===== src/iso_ts_pkg.sv =====
// Shared types, character codes and constants for the ISO 8601 timestamp parser.
// No dependencies; imported by the parser top level and its port checker.
`default_nettype none

package iso_ts_pkg;

	localparam int unsigned EPOCH_W = 39;
	localparam int unsigned TDATA_W = 40;
	localparam int unsigned ACC_W   = 40;

	// head layout YYYY-MM-DDTHH:MM:SS
	localparam logic [4:0] HEAD_LEN   = 5'd19;
	localparam logic [4:0] POS_DASH1  = 5'd4;
	localparam logic [4:0] POS_DASH2  = 5'd7;
	localparam logic [4:0] POS_SEP    = 5'd10;
	localparam logic [4:0] POS_COLON1 = 5'd13;
	localparam logic [4:0] POS_COLON2 = 5'd16;

	localparam logic [7:0] CH_DASH  = 8'h2D;
	localparam logic [7:0] CH_COLON = 8'h3A;
	localparam logic [7:0] CH_T_UC  = 8'h54;
	localparam logic [7:0] CH_T_LC  = 8'h74;
	localparam logic [7:0] CH_SPACE = 8'h20;
	localparam logic [7:0] CH_DOT   = 8'h2E;
	localparam logic [7:0] CH_Z_UC  = 8'h5A;
	localparam logic [7:0] CH_Z_LC  = 8'h7A;
	localparam logic [7:0] CH_PLUS  = 8'h2B;
	localparam logic [7:0] CH_ZERO  = 8'h30;
	localparam logic [7:0] CH_NINE  = 8'h39;

	// offset match counts
	localparam logic [2:0] OFS_PREFIX_END = 3'd3;
	localparam logic [2:0] OFS_AFTER_HH   = 3'd4;
	localparam logic [2:0] OFS_COMPACT_END = 3'd5;
	localparam logic [2:0] OFS_COLON_END  = 3'd6;

	// field limits
	localparam logic [6:0] MONTH_MAX  = 7'd12;
	localparam logic [6:0] DAY_MAX    = 7'd31;
	localparam logic [6:0] HOUR_MAX   = 7'd23;
	localparam logic [6:0] MINUTE_MAX = 7'd59;
	localparam logic [6:0] SECOND_MAX = 7'd60;

	// conversion constants
	localparam logic [16:0] RECIP_25      = 17'd5243;  // ceil(2^17 / 25)
	localparam int unsigned RECIP_SHIFT   = 17;
	localparam logic [16:0] DAY_SECS      = 17'd86400;
	localparam logic [16:0] HOUR_SECS     = 17'd3600;
	localparam logic [16:0] MINUTE_SECS   = 17'd60;
	localparam logic [16:0] DAYS_PER_YEAR = 17'd365;
	localparam logic [14:0] YEAR_BIAS     = 15'd400;
	// shift from the March-based day count to 1970-01-01, including the day-1 term
	localparam int unsigned DAYS_BIAS     = 865566;

	typedef enum logic [2:0] {
		SFX_START,
		SFX_FRAC,
		SFX_DESIG,
		SFX_PREFIX,
		SFX_COLON,
		SFX_COMPACT
	} sfx_t;

	typedef enum logic [3:0] {
		ST_PARSE,
		ST_CHECK,
		ST_Q100,
		ST_Q400,
		ST_DAYS,
		ST_DSEC,
		ST_HOUR,
		ST_MIN,
		ST_DONE
	} seq_t;

	function automatic logic is_digit(input logic [7:0] c);
		return (c >= CH_ZERO) && (c <= CH_NINE);
	endfunction

	// one decimal digit into a 7-bit accumulator, wrapping
	function automatic logic [6:0] acc7(input logic [6:0] a, input logic [3:0] d);
		logic [10:0] t;
		t = ({4'b0, a} << 3) + ({4'b0, a} << 1) + 11'(d);
		return t[6:0];
	endfunction

	// day of a March-based year on which the month starts
	function automatic logic [8:0] month_doy(input logic [3:0] m);
		logic [8:0] r;
		case (m)
			4'd1:    r = 9'd306;
			4'd2:    r = 9'd337;
			4'd3:    r = 9'd0;
			4'd4:    r = 9'd31;
			4'd5:    r = 9'd61;
			4'd6:    r = 9'd92;
			4'd7:    r = 9'd122;
			4'd8:    r = 9'd153;
			4'd9:    r = 9'd184;
			4'd10:   r = 9'd214;
			4'd11:   r = 9'd245;
			4'd12:   r = 9'd275;
			default: r = 9'd0;
		endcase
		return r;
	endfunction

endpackage

`default_nettype wire


===== src/iso8601_timestamp_to_epoch.sv =====
// ISO 8601 UTC timestamp parser: byte stream in, validity flag and Unix seconds out.
// Depends on iso_ts_pkg for character codes, limits, sequencer states and tables.
// One byte is taken per cycle while a string streams in. After the last byte the
// block is busy with the check, six steps of the shared multiply-add unit and the
// output load on an accepted string, and with the check and the output load on a
// rejected one. The result waits in an output register while the next string
// streams in; if that register is still full at the load step, hold there until
// it drains. arst_n clears the parser, sequencer and output valid.
`default_nettype none

module iso8601_timestamp_to_epoch
	import iso_ts_pkg::*;
(
	input  wire logic               clk,
	input  wire logic               arst_n,
	input  wire logic               s_axis_tvalid,
	output      logic               s_axis_tready,
	input  wire logic [7:0]         s_axis_tdata,   // [7:0] char_byte
	input  wire logic               s_axis_tlast,   // last
	output      logic               m_axis_tvalid,
	input  wire logic               m_axis_tready,
	output      logic [TDATA_W-1:0] m_axis_tdata,   // [38:0] epoch_seconds, [39] zero
	output      logic               m_axis_tuser    // [0] ok
);

	// parser state
	logic [4:0]  pos_q,  pos_d;
	logic [13:0] year_q, year_d;
	logic [6:0]  mon_q,  mon_d;
	logic [6:0]  day_q,  day_d;
	logic [6:0]  hour_q, hour_d;
	logic [6:0]  min_q,  min_d;
	logic [6:0]  sec_q,  sec_d;
	sfx_t        sfx_q,  sfx_d;
	logic [2:0]  oidx_q, oidx_d;
	logic        rej_q,  rej_d;

	// sequencer and conversion
	seq_t              st_q, st_d;
	logic              ok_q;
	logic [7:0]        q100_q;
	logic [7:0]        q400_q;
	logic [ACC_W-1:0]  acc_q;

	// output word
	logic               out_valid_q;
	logic               out_ok_q;
	logic [EPOCH_W-1:0] out_epoch_q;

	logic        word_in;
	logic        last_in;
	logic        out_free;
	logic        out_load;
	logic        parse_clr;
	logic        sfx_done;
	logic        ok_c;
	logic [3:0]  digit;
	logic [17:0] year_mul;
	logic [14:0] ys;

	// shared multiply-add unit
	logic signed [24:0] ua;
	logic [16:0]        ub;
	logic [ACC_W-1:0]   uadd;
	logic signed [42:0] uprod;
	logic signed [42:0] ures;

	assign s_axis_tready = (st_q == ST_PARSE);
	assign word_in       = s_axis_tvalid && s_axis_tready;
	assign last_in       = word_in && s_axis_tlast;
	assign out_free      = !out_valid_q || m_axis_tready;
	assign out_load      = (st_q == ST_DONE) && out_free;
	assign parse_clr     = out_load;

	assign m_axis_tvalid = out_valid_q;
	assign m_axis_tuser  = out_ok_q;
	assign m_axis_tdata  = {{(TDATA_W-EPOCH_W){1'b0}}, out_epoch_q};

	assign digit    = 4'(s_axis_tdata - CH_ZERO);
	assign year_mul = ({4'b0, year_q} << 3) + ({4'b0, year_q} << 1) + 18'(digit);

	// parser next state
	always_comb begin
		pos_d  = pos_q;
		year_d = year_q;
		mon_d  = mon_q;
		day_d  = day_q;
		hour_d = hour_q;
		min_d  = min_q;
		sec_d  = sec_q;
		sfx_d  = sfx_q;
		oidx_d = oidx_q;
		rej_d  = rej_q;
		if (parse_clr) begin
			pos_d  = '0;
			year_d = '0;
			mon_d  = '0;
			day_d  = '0;
			hour_d = '0;
			min_d  = '0;
			sec_d  = '0;
			sfx_d  = SFX_START;
			oidx_d = '0;
			rej_d  = 1'b0;
		end else if (word_in && !rej_q) begin
			if (pos_q < HEAD_LEN) begin
				pos_d = pos_q + 5'd1;
				if (pos_q == POS_DASH1 || pos_q == POS_DASH2) begin
					rej_d = (s_axis_tdata != CH_DASH);
				end else if (pos_q == POS_SEP) begin
					rej_d = !(s_axis_tdata == CH_T_UC || s_axis_tdata == CH_T_LC ||
						s_axis_tdata == CH_SPACE);
				end else if (pos_q == POS_COLON1 || pos_q == POS_COLON2) begin
					rej_d = (s_axis_tdata != CH_COLON);
				end else if (!is_digit(s_axis_tdata)) begin
					rej_d = 1'b1;
				end else if (pos_q < POS_DASH1) begin
					year_d = year_mul[13:0];
				end else if (pos_q < POS_DASH2) begin
					mon_d = acc7(mon_q, digit);
				end else if (pos_q < POS_SEP) begin
					day_d = acc7(day_q, digit);
				end else if (pos_q < POS_COLON1) begin
					hour_d = acc7(hour_q, digit);
				end else if (pos_q < POS_COLON2) begin
					min_d = acc7(min_q, digit);
				end else begin
					sec_d = acc7(sec_q, digit);
				end
			end else begin
				case (sfx_q)
					SFX_START, SFX_FRAC: begin
						if (s_axis_tdata == CH_DOT && sfx_q == SFX_START) begin
							sfx_d = SFX_FRAC;
						end else if (sfx_q == SFX_FRAC && is_digit(s_axis_tdata)) begin
							sfx_d = SFX_FRAC;
						end else if (s_axis_tdata == CH_Z_UC || s_axis_tdata == CH_Z_LC) begin
							sfx_d = SFX_DESIG;
						end else if (s_axis_tdata == CH_PLUS) begin
							sfx_d  = SFX_PREFIX;
							oidx_d = 3'd1;
						end else begin
							rej_d = 1'b1;
						end
					end
					SFX_PREFIX: begin
						if (oidx_q < OFS_PREFIX_END) begin
							if (s_axis_tdata == CH_ZERO) oidx_d = oidx_q + 3'd1;
							else rej_d = 1'b1;
						end else if (s_axis_tdata == CH_COLON) begin
							sfx_d  = SFX_COLON;
							oidx_d = OFS_AFTER_HH;
						end else if (s_axis_tdata == CH_ZERO) begin
							sfx_d  = SFX_COMPACT;
							oidx_d = OFS_AFTER_HH;
						end else begin
							rej_d = 1'b1;
						end
					end
					SFX_COLON: begin
						if (oidx_q < OFS_COLON_END && s_axis_tdata == CH_ZERO)
							oidx_d = oidx_q + 3'd1;
						else
							rej_d = 1'b1;
					end
					SFX_COMPACT: begin
						if (oidx_q < OFS_COMPACT_END && s_axis_tdata == CH_ZERO)
							oidx_d = oidx_q + 3'd1;
						else
							rej_d = 1'b1;
					end
					default: rej_d = 1'b1;  // nothing may follow a designator
				endcase
			end
		end
	end

	always_ff @(posedge clk or negedge arst_n) begin
		if (!arst_n) begin
			pos_q  <= '0;
			year_q <= '0;
			mon_q  <= '0;
			day_q  <= '0;
			hour_q <= '0;
			min_q  <= '0;
			sec_q  <= '0;
			sfx_q  <= SFX_START;
			oidx_q <= '0;
			rej_q  <= 1'b0;
		end else begin
			pos_q  <= pos_d;
			year_q <= year_d;
			mon_q  <= mon_d;
			day_q  <= day_d;
			hour_q <= hour_d;
			min_q  <= min_d;
			sec_q  <= sec_d;
			sfx_q  <= sfx_d;
			oidx_q <= oidx_d;
			rej_q  <= rej_d;
		end
	end

	always_comb begin
		case (sfx_q)
			SFX_START, SFX_FRAC, SFX_DESIG: sfx_done = 1'b1;
			SFX_COLON:   sfx_done = (oidx_q == OFS_COLON_END);
			SFX_COMPACT: sfx_done = (oidx_q == OFS_COMPACT_END);
			default:     sfx_done = 1'b0;
		endcase
	end

	assign ok_c = !rej_q && (pos_q == HEAD_LEN) && sfx_done &&
		(mon_q >= 7'd1) && (mon_q <= MONTH_MAX) &&
		(day_q >= 7'd1) && (day_q <= DAY_MAX) &&
		(hour_q <= HOUR_MAX) && (min_q <= MINUTE_MAX) && (sec_q <= SECOND_MAX);

	// year shifted to start in March, biased by one 400-year cycle
	assign ys = 15'({1'b0, year_q}) + YEAR_BIAS - 15'(mon_q <= 7'd2);

	// operand selection for the multiply-add unit
	always_comb begin
		ua   = '0;
		ub   = '0;
		uadd = '0;
		case (st_q)
			ST_Q100: begin
				ua = signed'(25'(ys[14:2]));
				ub = RECIP_25;
			end
			ST_Q400: begin
				ua = signed'(25'(ys[14:4]));
				ub = RECIP_25;
			end
			ST_DAYS: begin
				ua   = signed'(25'(ys));
				ub   = DAYS_PER_YEAR;
				uadd = ACC_W'(ys[14:2]) - ACC_W'(q100_q) + ACC_W'(q400_q) +
					ACC_W'(month_doy(mon_q[3:0])) + ACC_W'(day_q) - ACC_W'(DAYS_BIAS);
			end
			ST_DSEC: begin
				ua   = signed'(acc_q[24:0]);
				ub   = DAY_SECS;
				uadd = ACC_W'(sec_q);
			end
			ST_HOUR: begin
				ua   = signed'(25'(hour_q));
				ub   = HOUR_SECS;
				uadd = acc_q;
			end
			ST_MIN: begin
				ua   = signed'(25'(min_q));
				ub   = MINUTE_SECS;
				uadd = acc_q;
			end
			default: begin
				ua   = '0;
				ub   = '0;
				uadd = '0;
			end
		endcase
	end

	assign uprod = 43'(ua) * 43'(signed'({1'b0, ub}));
	assign ures  = uprod + 43'(signed'(uadd));

	// sequencer next state
	always_comb begin
		st_d = st_q;
		case (st_q)
			ST_PARSE: if (last_in) st_d = ST_CHECK;
			ST_CHECK: st_d = ok_c ? ST_Q100 : ST_DONE;
			ST_Q100:  st_d = ST_Q400;
			ST_Q400:  st_d = ST_DAYS;
			ST_DAYS:  st_d = ST_DSEC;
			ST_DSEC:  st_d = ST_HOUR;
			ST_HOUR:  st_d = ST_MIN;
			ST_MIN:   st_d = ST_DONE;
			ST_DONE:  if (out_free) st_d = ST_PARSE;  // hold until the output register frees
			default:  st_d = ST_PARSE;
		endcase
	end

	always_ff @(posedge clk or negedge arst_n) begin
		if (!arst_n) begin
			st_q <= ST_PARSE;
			ok_q <= 1'b0;
		end else begin
			st_q <= st_d;
			if (st_q == ST_CHECK) ok_q <= ok_c;
		end
	end

	always_ff @(posedge clk) begin
		case (st_q)
			ST_Q100: q100_q <= ures[RECIP_SHIFT +: 8];
			ST_Q400: q400_q <= ures[RECIP_SHIFT +: 8];
			ST_DAYS, ST_DSEC, ST_HOUR, ST_MIN: acc_q <= ures[ACC_W-1:0];
			default: acc_q <= acc_q;
		endcase
	end

	always_ff @(posedge clk or negedge arst_n) begin
		if (!arst_n) begin
			out_valid_q <= 1'b0;
		end else if (out_load) begin
			out_valid_q <= 1'b1;
		end else if (m_axis_tready) begin
			out_valid_q <= 1'b0;
		end
	end

	always_ff @(posedge clk) begin
		if (out_load) begin
			out_ok_q    <= ok_q;
			out_epoch_q <= ok_q ? acc_q[EPOCH_W-1:0] : '0;
		end
	end

endmodule

`default_nettype wire


===== config.mk =====
export PLATFORM = sky130hd
export DESIGN_NAME = iso8601_timestamp_to_epoch
export DESIGN_NICKNAME = d
export VERILOG_FILES = /design/src/iso_ts_pkg.sv /design/src/iso8601_timestamp_to_epoch.sv
export SDC_FILE = /design/constraint.sdc
export NUM_CORES = 1
export LEC_CHECK = 0
export ABC_AREA = 0
export CAP_MARGIN = 5
export CORE_MARGIN = 2
export CORE_UTILIZATION = 45
export CTS_CLUSTER_DIAMETER = 100
export DETAILED_ROUTE_END_ITERATION = 7
export DONT_BUFFER_PORTS = 1
export HOLD_SLACK_MARGIN = 0.12
export PLACE_DENSITY_LB_ADDON = 0.3
export SLEW_MARGIN = 20
export SYNTH_ARGS = -nofsm -noshare
export SYNTH_HDL_FRONTEND = slang
export SYNTH_SLANG_ARGS = --single-unit

===== constraint.sdc =====
create_clock -name clk -period 15.6 [get_ports clk]
set_clock_uncertainty 0.05 [all_clocks]
set_input_delay 1.56 -clock clk [delete_from_list [all_inputs] [get_ports clk]]
set_output_delay 1.56 -clock clk [all_outputs]
set_load 0.02 [all_outputs]

==> reports/qor.yml <==
synthesis:
  synthesis.area_sq_um: 24000
  synth-seq-cells: 162
  synth_area_per_cell_sq_um: 10.0
  synth_top_area_cell: "fa_1"
  postSynthCellCount: 2398
  synth.top_cell.area_share_pct: 33.5
  synth_flop_cell: "edfxtp_1"
  synth-edff-count: 95
  ys_warn_count: 0
  async_reset_ff_share_pct: 41.4
  yosysSeqAreaShare_pct: 18.9
  synth.distinct_cells: 77
  ys_top_cells_by_area: "fa_1, ha_1, edfxtp_1"
power:
  intPower_mw: 1.84
  ir_worst_vdd_v: 0.000185
  p_seq_share_pct: 20.4
  total_power_mw: 3.57
  switchingPower_mw: 1.72
  p_leak_nw: 13.6
  power_density_nw_per_um2: 138
  swShare_pct: 48.4
  p_clk_share_pct: 13.3
  pwr-share-comb_pct: 66.3
detailed_routing:
  drtPass1Iterations: 5
  wl_per_cell_um: 18.9
  via_count: 16700
  ant_nets: 0
  viasPerCell: 5.18
  drtIter0Drc: 1025
  finalWirelength_um: 60800
  drcViolationCount: 0
sta:
  final_hold_viol_count: 0
  period_minus_slack_ns: 12.11
  max_freq_ghz: 0.0826
  rsz0062_at_grt: "no"
  period_share_pct: 77.6
  setup_viol: 0
  finalSetupTns_ns: 0
  slew_headroom_pct: 26.3
  fin_ws_ns: 3.49
  worst_pin_slew_ns: 1.10
  drv_slew: 0
clocking:
  clk_latency_ns: 0.51
  cts_sinks: 162
  cts_tree: "built"
  post_cts_resized: 0
  postCtsSetupRepairBufs: 0
  clkTransAtPathRegs_ns: 0.07
  clock-root-buffer: "clkbuf_16"
  htreeDepth: 4
  ctsHoldBuffers: 0
  numCtsBuffers: 17
  clockBufferDepth: 2
placement:
  hpwl_um: 50300
  place_congestion: 0.974
  port_buffers: 0
  dp.cells: 3188
  pre_cts_ws_ns: 3.83
setup_path:
  path_buf_inv: 4
  max_stage_delay_ns: 0.55
  worst_path_most_repeated_cell: "ha_1"
  crit_type: "register to register"
  path_max_fanout: 6
  required_ns: 15.78
  path_delay_family: "adder cells"
  cpMaxStageDelayCell: "fa_1"
  start_kind: "register"
  cp.arrival_ns: 12.29
  end_kind: "register"
global_routing:
  antenna_found_initial: 0
  grt.total_usage_pct: 23.4
  grt_pass1_wl_um: 99900
  grt_max_degree: 76
  grt_pass1_vias: 18200
  grt_overflow: 0
floorplanning:
  die_h_um: 235
  die_w_um: 235
  io_pins: 56
  rows: 84
  die_area_sq_um: 55100
  core_sq_um: 52700
  start_util_pct: 45.5
min_path:
  hp-class: "register to register"
layout:
  syn_to_final_growth_pct: 8.03
  n_antenna_cell: 0
  finalNonFillerCells: 3220
  final_common_cell: "inv_1"
  layout_common_cells: "inv_1, fa_1, ha_1, nand2_1"
  drive_gt1_share_pct: 3.40
  fin_nets: 3189
  final_util_pct: 49.2
run:
  drv_cap: 0
outcome:
  status: "finished clean"
## registers in the layout (all words and copies together) (netlist names), 4 cells and up
signal and count:
mon_q 7, pos_q 5, acc_q 39, q100_q 8
q400_q 8, min_q 7, sec_q 7, out_epoch_q 39
hour_q 7, st_q 4, year_q 14, day_q 7
## worst paths after layout
| path | start | to | slack (ns) | cells past startpoint |
|---|---|---|---|---|
| worst min register to register | day_q[6]$_DFFE_PN0P_ | day_q[6]$_DFFE_PN0P_ | 0.46 | 2 |
| max in group asynchronous | arst_n | day_q[3]$_DFFE_PN0P_ | 14.66 | 0 |
| worst max register to register | mon_q[4]$_DFFE_PN0P_ | q100_q[6]$_DFFE_PP_ | 3.49 | 47 |
| min in group asynchronous | arst_n | ok_q$_DFFE_PN0N_ | 0.70 | 0 |
| worst max-delay path | mon_q[4]$_DFFE_PN0P_ | q100_q[6]$_DFFE_PP_ | 3.49 | 47 |
| worst min-delay path | day_q[6]$_DFFE_PN0P_ | day_q[6]$_DFFE_PN0P_ | 0.46 | 2 |
## worst reg2reg max path: cells and delay by family, from the launching register on
kind / cells / cell delay (ns)
AO/OA/AOI/OAI: 20 / 4.16
XOR/XNOR: 3 / 0.59
adder cells (fa/ha/maj): 13 / 4.96
buffers and inverters: 4 / 0.18
flip-flops: 1 / 0.40
AND/OR/NAND/NOR: 7 / 1.52
## cells in the mapped netlist (10+ instances only)
library cell,number
inv_1,522
fa_1,401
ha_1,256
nand2_1,160
nor2_1,141
a21oi_1,106
edfxtp_1,95
xnor2_1,73
and2_1,72
dfrtp_1,67
o21ai_0,59
clkbuf_1,41
a21o_1,36
xor2_1,36
nand3_1,33
mux2i_1,28
nand2b_1,25
nor3_1,18
nor2b_1,14
o21a_1,13
o21bai_1,13
o31ai_1,13
a211oi_1,10
o21ai_1,10
## power groups by stage
| stage | Combinational, mW | Sequential (mW) | Clock [mW] |
|---|---|---|---|
| 2_1_floorplan | 1.72 | 0.714 | 0 |
| 3_3_place_gp | 2.26 | 0.737 | 0 |
| 3_5_place_dp | 2.33 | 0.737 | 0 |
| 4_1_cts | 2.34 | 0.729 | 0.483 |
| 5_1_grt | 2.63 | 0.736 | 0.497 |
| 6_report | 2.36 | 0.729 | 0.474 |
## metal layers
| layer | part of all wire, % | vias to the layer above | track usage (%) |
|---|---|---|---|
| met5 | 0 | - | 0 |
| met4 | 3.7 | 0 | 9.09 |
| met3 | 4.2 | 110 | 3.63 |
| met2 | 49 | 419 | 39.6 |
| met1 | 43 | 8424 | 30.1 |
| li1 | - | 7726 | - |
## per-stage QoR
| step | hold slack, ns | cell area (sq um) |
|---|---|---|
| after floorplan | 0.419 | 24500 |
| after global placement | 0.445 | 25300 |
| after detailed placement | 0.450 | 25300 |
| after CTS | 0.469 | 25900 |
| after global routing | 0.486 | 25900 |
| final | 0.465 | 25900 |
## layout make-up
type,instances,area (sq um)
multi-input combinational,1797,17800
sequential,162,4530
clock buffer,17,425
fill,4859,26800
timing repair buffer,14,105
clock inverter,15,195
inverter,527,1980
tap,688,861
## cells by family after synthesis
| logic type | Yosys count | synth area share (%) |
|---|---|---|
| fa+ha+maj | 657 | 46.9 |
| simple gates | 520 | 10.4 |
| buf+inv | 577 | 9.07 |
| xor+xnor | 112 | 4.19 |
| mux | 31 | 1.36 |
| flops | 162 | 18.9 |
| compound gates | 337 | 9.18 |
| other cells | 2 | 0.0313 |
No activity file was read; power rests on OpenSTA's default activity.
